$ cat src/rtl/core/mpsh_pkg.sv
// Shared types and constants for the marker pose smoother with hold.
package mpsh_pkg;

    localparam int WEIGHT_W    = 16;
    localparam int HOLD_W      = 8;
    localparam int LOST_W      = 9;
    localparam int CFG_INDEX_W = 8;
    localparam int CFG_DATA_W  = 16;
    localparam int FRAC_SHIFT  = 16;
    localparam int WEIGHT_REGS = 5;
    localparam int NUM_AXES    = 3;

    // Configuration register indexes.
    localparam logic [CFG_INDEX_W-1:0] REG_WEIGHT0   = 8'd0;
    localparam logic [CFG_INDEX_W-1:0] REG_HOLD      = 8'd5;
    localparam logic [CFG_INDEX_W-1:0] REG_ALWAYS    = 8'd6;

    localparam logic [HOLD_W-1:0] HOLD_RESET = 8'd15;

    // Normalized 0.8^k tap weights in Q0.16, newest sample first.
    localparam logic [WEIGHT_W-1:0] WEIGHT_RESET [WEIGHT_REGS] = '{
        16'd19496, 16'd15596, 16'd12477, 16'd9982, 16'd7985
    };

    // One frame event handed from the input register to the working units.
    typedef struct packed {
        logic en;
        logic present;
    } t_step;

endpackage

$ cat src/rtl/core/mpsh_vis.sv
// Visibility flag with a lost-frame hold counter.
module mpsh_vis (
    input  logic                          i_clk,
    input  logic                          i_rst_n,
    input  mpsh_pkg::t_step               i_step,
    input  logic [mpsh_pkg::HOLD_W-1:0]   i_hold_frames,
    input  logic                          i_always_visible,
    output logic                          o_visible
);

    logic                         r_visible;
    logic                         n_visible;
    logic [mpsh_pkg::LOST_W-1:0]  r_lost;
    logic [mpsh_pkg::LOST_W-1:0]  n_lost;

    always_comb begin
        n_visible = r_visible;
        n_lost    = r_lost;
        if (i_step.present) begin
            n_visible = 1'b1;
            n_lost    = '0;
        end else if (!i_always_visible) begin
            // The counter stops once the hold has expired, so it never wraps.
            if (r_lost > mpsh_pkg::LOST_W'(i_hold_frames)) begin
                n_visible = 1'b0;
            end else begin
                n_lost = r_lost + mpsh_pkg::LOST_W'(1);
            end
        end
    end

    always_ff @(posedge i_clk) begin
        if (!i_rst_n) begin
            r_visible <= 1'b0;
            r_lost    <= '0;
        end else if (i_step.en) begin
            r_visible <= n_visible;
            r_lost    <= n_lost;
        end
    end

    assign o_visible = r_visible;

endmodule

$ cat config.mk
export PLATFORM = sky130hd
export DESIGN_NAME = mpsh_vis
export DESIGN_NICKNAME = d
export VERILOG_FILES = /design/src/rtl/core/mpsh_pkg.sv /design/src/rtl/core/mpsh_vis.sv
export SDC_FILE = /design/constraint.sdc
export NUM_CORES = 1
export LEC_CHECK = 0
export BUFFER_PORTS_ARGS = -buffer_cell sky130_fd_sc_hd__buf_2
export CAP_MARGIN = 40
export CORE_MARGIN = 2
export CORE_UTILIZATION = 48
export CTS_CLUSTER_DIAMETER = 80
export DETAILED_ROUTE_END_ITERATION = 10
export PLACE_DENSITY_LB_ADDON = 0.1
export SLEW_MARGIN = 20
export SYNTH_ARGS = -nofsm -noshare
export SYNTH_HDL_FRONTEND = slang
export SYNTH_SLANG_ARGS = --single-unit
export TNS_END_PERCENT = 30
$ cat constraint.sdc
create_clock -name i_clk -period 2.1 [get_ports i_clk]
set_input_delay 0.525 -clock i_clk [delete_from_list [all_inputs] [get_ports i_clk]]
set_output_delay 0.525 -clock i_clk [all_outputs]
set_load 0.02 [all_outputs]
After elaboration in Yosys (flattened, before gate mapping). Cells that the tools add are included. Widths: inputs -> output; s select.

Reductions and logical operators: 3. Add/sub/neg operators: 1. Equal/unequal tests: 2. Muxes and demuxes: 6. $lt $le $gt $ge: 1.

Operator list (count): $mux 9 (3); $add 9x1->9 const B (1); $gt 9x8->1 (1); $reduce_and 3->1 (2); $ne 2x2->1 const B (2); $mux 1 (3); $reduce_bool 2->1 (1).

Bits in registers: 10. Logic and storage cells: 15. Bits of input ports: 13. Output and inout port bits: 1.

Longest topological paths before layout.
Depth in word-level cells: 4. Mapped depth: 8. Mapped depth without buffers: 7.

Least setup slack after synthesis. OpenSTA, ideal clock, no wires.

Kind: in2reg. Start: in i_hold_frames[7] (netlist name). End: reg r_lost[5] (netlist name). Path buffers: 1. Library setup time: 120 ps. Arrival time: 2152 ps. Required time: 1980 ps. Path slack: -172 ps. Stages: 8. Path through: inv_1 > ha_1 > and4b_1 > a2111o_1 > o211a_2 > buf_6 > o211a_1 > a211o_1.

Word-level cells in the longest chain between the ends: 3.

Ends and longest elaborated chain: start: declaration (RTL line mpsh_vis.sv:6) `input logic [mpsh_pkg::HOLD_W-1:0] i_hold_frames,`; $gt 9x8->1 (RTL line mpsh_vis.sv:24) `if (r_lost > mpsh_pkg::LOST_W'(i_hold_frames)) begin`; $ne 2x2->1 (no line); $reduce_and 3->1 (no line); end signal: assignment (RTL line mpsh_vis.sv:38) `r_lost <= n_lost;`; end: declaration (RTL line mpsh_vis.sv:13) `logic [mpsh_pkg::LOST_W-1:0] r_lost;`.

No other way between the ends. A chain may end at the register's enable or synchronous reset.

Worst setup path in the final report.
Start: in i_hold_frames[6] (netlist name). End: reg r_lost[2] (netlist name).

The elaborated chain is that of the path after synthesis.

==> results list <==
* Violation count after the first detailed-routing iteration: 28
- No sink is reached through more buffers than the 2 on the longest clock path.
* Placed wire-length estimate: 1490 µm
* Internal Dissipation: 0.000288 W
- Of the total power, the clock network draws 0.337.
- Launch point of the worst path: i_hold_frames[6]
* Number of vias per cell after detailed routing: 6.09
- Combinational family with the most area after synthesis: simple AND/OR/NAND/NOR gates
- Across all register-to-register paths, the minimum setup slack is 60 ps.
* Xor and xnor fraction of the mapped netlist area: 0
- For the worst setup path, the data required time is 2310 ps.
- Number of max-cap violations: 0
- The floorplan has 14 rows.
* Hold Crit Start: o_visible
- The Yosys step of the flow raised 0 warnings.
* Fraction of power spent switching nets: 0.267
* TritonCTS Sinks: 10
- Share of the yosys chip area belonging to registers: 0.256
- The count of pins over their slew limit was 0.
* Comb power frac: 0.172
- Clock transition at the register clock pins on the worst setup and hold paths after CTS: 60 ps
- Worst Tran Pin Value: 643 ps
- During placement, the flow inserted port buffers numbering 13.
* Unrepaired setup endpoints after global routing: true
* Total congestion overflow: 0
- The path class of the tightest hold or removal check is reg2reg.
- The startpoint identified for the worst register-to-register timing path is r_lost[6].
* Distinct cell type count after synthesis: 30
- Number of I/O pins: 14
* Number of cells produced by synthesis: 100
- For this configuration, the core starts out at a cell density of 0.514.
- The final-report hold violation count was 0.
- Hold Path Depth: 2
* Outcome: complete, no violations
- Crit share post-route: 0.988
- Detail Route Antenna Nets: 0
- In this run the standard cell core region covers 1520 µm².
- From left edge to right edge, the die measures 44.4 µm.
- Area grow syn2layout: 40.1%
* Signal arrival time at the worst endpoint: 2280 ps
- Mean routed wirelength per cell: 14.6 µm
* Static leakage power: 0.526 nW
* Worst Reg-to-Reg Cells: 6
- Number of global-route vias before repair: 810
- Number of remaining DRC errors: 0
- Number of buffers added by the clock tree synthesis step: 3
* TritonCTS clock tree: done
- Post-layout instance area: 1100 µm²
- Adder-cell share of the synthesized area: 0.144
- Overall die height: 44.4 µm
- The floorplan step defined a die boundary enclosing 1970 µm².
* Area of placed instances: 1010 µm²
- Post-synth net total: 122
- After synthesis, the mean cell area works out to 7.83 µm².
* Maximum net fanout on the critical path: 5
- Mux contribution to synthesized area: 0
- Worst min-delay path endpoint: o_visible
- The first global-routing pass estimated 3370 µm of wire.
- Fin Hold WS: 495 ps
- The synthesized-area fraction occupied by ao, oa, aoi and oai cells is 0.222.
* Clock root buffer master: sky130_fd_sc_hd__clkbuf_4
* Instance count after placement with tap cells included: 138
* Area occupied by registers: 201 µm²
* Worst clock skew on the final layout: 0.997 ps
* Total power density per cell area: 358 nW/µm²
* Sort of element at the end of the critical path: register
- Entering global routing, the biggest net connects 9 pins.
* Critical path start-end classification: in2reg
- The top cell types in the final layout, fill and taps aside, are sky130_fd_sc_hd__nand2_1 (15), sky130_fd_sc_hd__buf_4 (15), sky130_fd_sc_hd__buf_2 (11).
- In this run, synthesis produced a sequential element count of 10.
- For this design the total switching power over the nets is 0.000105 W.
- The repair_antennas step left the layout with diodes totalling 0.
* Overall via count from detail_route: 871
- Number of inserted filler cells in the final layout: 108
* VDD IR max: 298 µV
- After the last flow step, the layout net total stands at 151.
* Slew HR: 0.571
- The first detailed-routing pass took 4 iterations.
* Capturing point of the worst reg2reg path: r_lost[2]
* Clk_lat worst skew: 270 ps
- Max H-tree Level: 1
- The worst path needs 2070 ps of the cycle, external delays included.
* Summed instance area of the synthesized netlist: 783 µm²
- Synthesized-area fraction occupied by and/or/nand/nor cells: 0.307
- Of the cells placed in the final design, the portion with a size suffix greater than 1 is 0.354.
- Buffers inserted to repair hold after CTS numbered 0.
- Routed wire length: 2090 µm
- Final Wtd Congestion: 0.845
- Setup violators final: 0
* Non-filler cells in the finished layout: 143
- Portion of total power attributed to sequential cells: 0.491
- The initial antenna violation count came to 0.
* Peak Freq: 0.482 GHz
* Combined area of the multi-input logic cells: 623 µm²
* Total track usage: 0.234
- Critical path startpoint category: input port
==> cells in the mapped netlist, drive strengths merged <==
master | instances | area, µm²
or3b | 1 | 8.76
nand3 | 6 | 30.0
a21o | 1 | 7.51
a21oi | 3 | 15.0
o211ai | 5 | 37.5
inv | 9 | 33.8
dfxtp | 10 | 200
a21boi | 1 | 7.51
nor2b | 4 | 25.0
o211a | 3 | 30.0
and3 | 1 | 6.26
o21a | 1 | 7.51
or4 | 3 | 22.5
nand4 | 3 | 18.8
and4b | 1 | 10.0
clkbuf | 1 | 3.75
nand2b | 3 | 18.8
o311ai | 1 | 8.76
o21ai | 1 | 5.00
ha | 9 | 113
a32oi | 1 | 8.76
a211o | 3 | 26.3
buf | 3 | 18.8
nor4 | 4 | 25.0
o221ai | 1 | 8.76
a2111o | 1 | 11.3
nor2 | 5 | 18.8
nand2 | 15 | 56.3
==> routing by layer <==
layer	global-route usage	share of wire	up-vias
met5	0	0	-
li1	-	-	432
met4	0.139	0.025	0
met2	0.403	0.49	36
met3	0.0408	0.056	6
met1	0.269	0.43	397
==> power groups by stage <==
| stage | Combinational [W] | Sequential (W) | Clock [W] |
|---|---|---|---|
| global placement | 0.0000617 | 0.000197 | 0 |
| detailed placement | 0.0000640 | 0.000197 | 0 |
| global route | 0.0000749 | 0.000193 | 0.000142 |
| CTS | 0.0000654 | 0.000193 | 0.000134 |
| floorplan | 0.0000331 | 0.000199 | 0 |
| finish | 0.0000675 | 0.000193 | 0.000133 |
==> metrics by stage <==
stage	total power, W	utilization	worst slack, ps	TNS (ps)
after floorplan	0.000232	-	-87.4	-165
final	0.000393	0.720	26.0	0
after CTS	0.000392	0.690	18.6	0
after global routing	0.000410	0.720	-74.0	-162
after detailed placement	0.000261	0.662	-294	-1600
after global placement	0.000259	0.662	-225	-1240
==> cells by family after synthesis <==
logic type,count (synthesis)
flip-flops,10
AND/OR/NAND/NOR,46
adder cells (fa/ha/maj),9
AO/OA/AOI/OAI,22
buffers and inverters,13
==> critical path: stages <==
cell and delay [ps]:
sky130_fd_sc_hd__buf_4 120, sky130_fd_sc_hd__inv_6 40, sky130_fd_sc_hd__ha_4 180, sky130_fd_sc_hd__a21o_1 180, sky130_fd_sc_hd__a2111o_1 480, sky130_fd_sc_hd__o211a_4 200, sky130_fd_sc_hd__or4_1 470, sky130_fd_sc_hd__nand3_1 70
==> sequential cells by signal, indices dropped and copies added (netlist names) <==
register / flops
o_visible: 1
r_lost: 9
==> worst max path at each step <==
stage	slack [ps]	to	cells after the start
after floorplan	-90	r_lost[7]	8
after global placement	-230	r_lost[3]	8
after detailed placement	-290	r_lost[3]	8
after CTS	20	r_lost[6]	9
after global routing	-70	o_visible	10
final	30	r_lost[2]	8
==> area by class of cell <==
cell class	count	area share
Multi-Input combinational cell	78	0.568
Sequential cell	10	0.184
Timing Repair Buffer	27	0.163
Inverter	9	0.0468
Clock buffer	3	0.0205
Tap cell	16	0.0182
==> repair_timing <==
action | CTS | global route
buffers inserted | 1 | 0
gates cloned | 1 | 0
gates resized for setup | 2 | 8
endpoints found under the setup margin | 1 | 6
hold endpoints to repair | 0 | 0
pin swaps | 3 | 4
(Power assumes the default switching activity.)
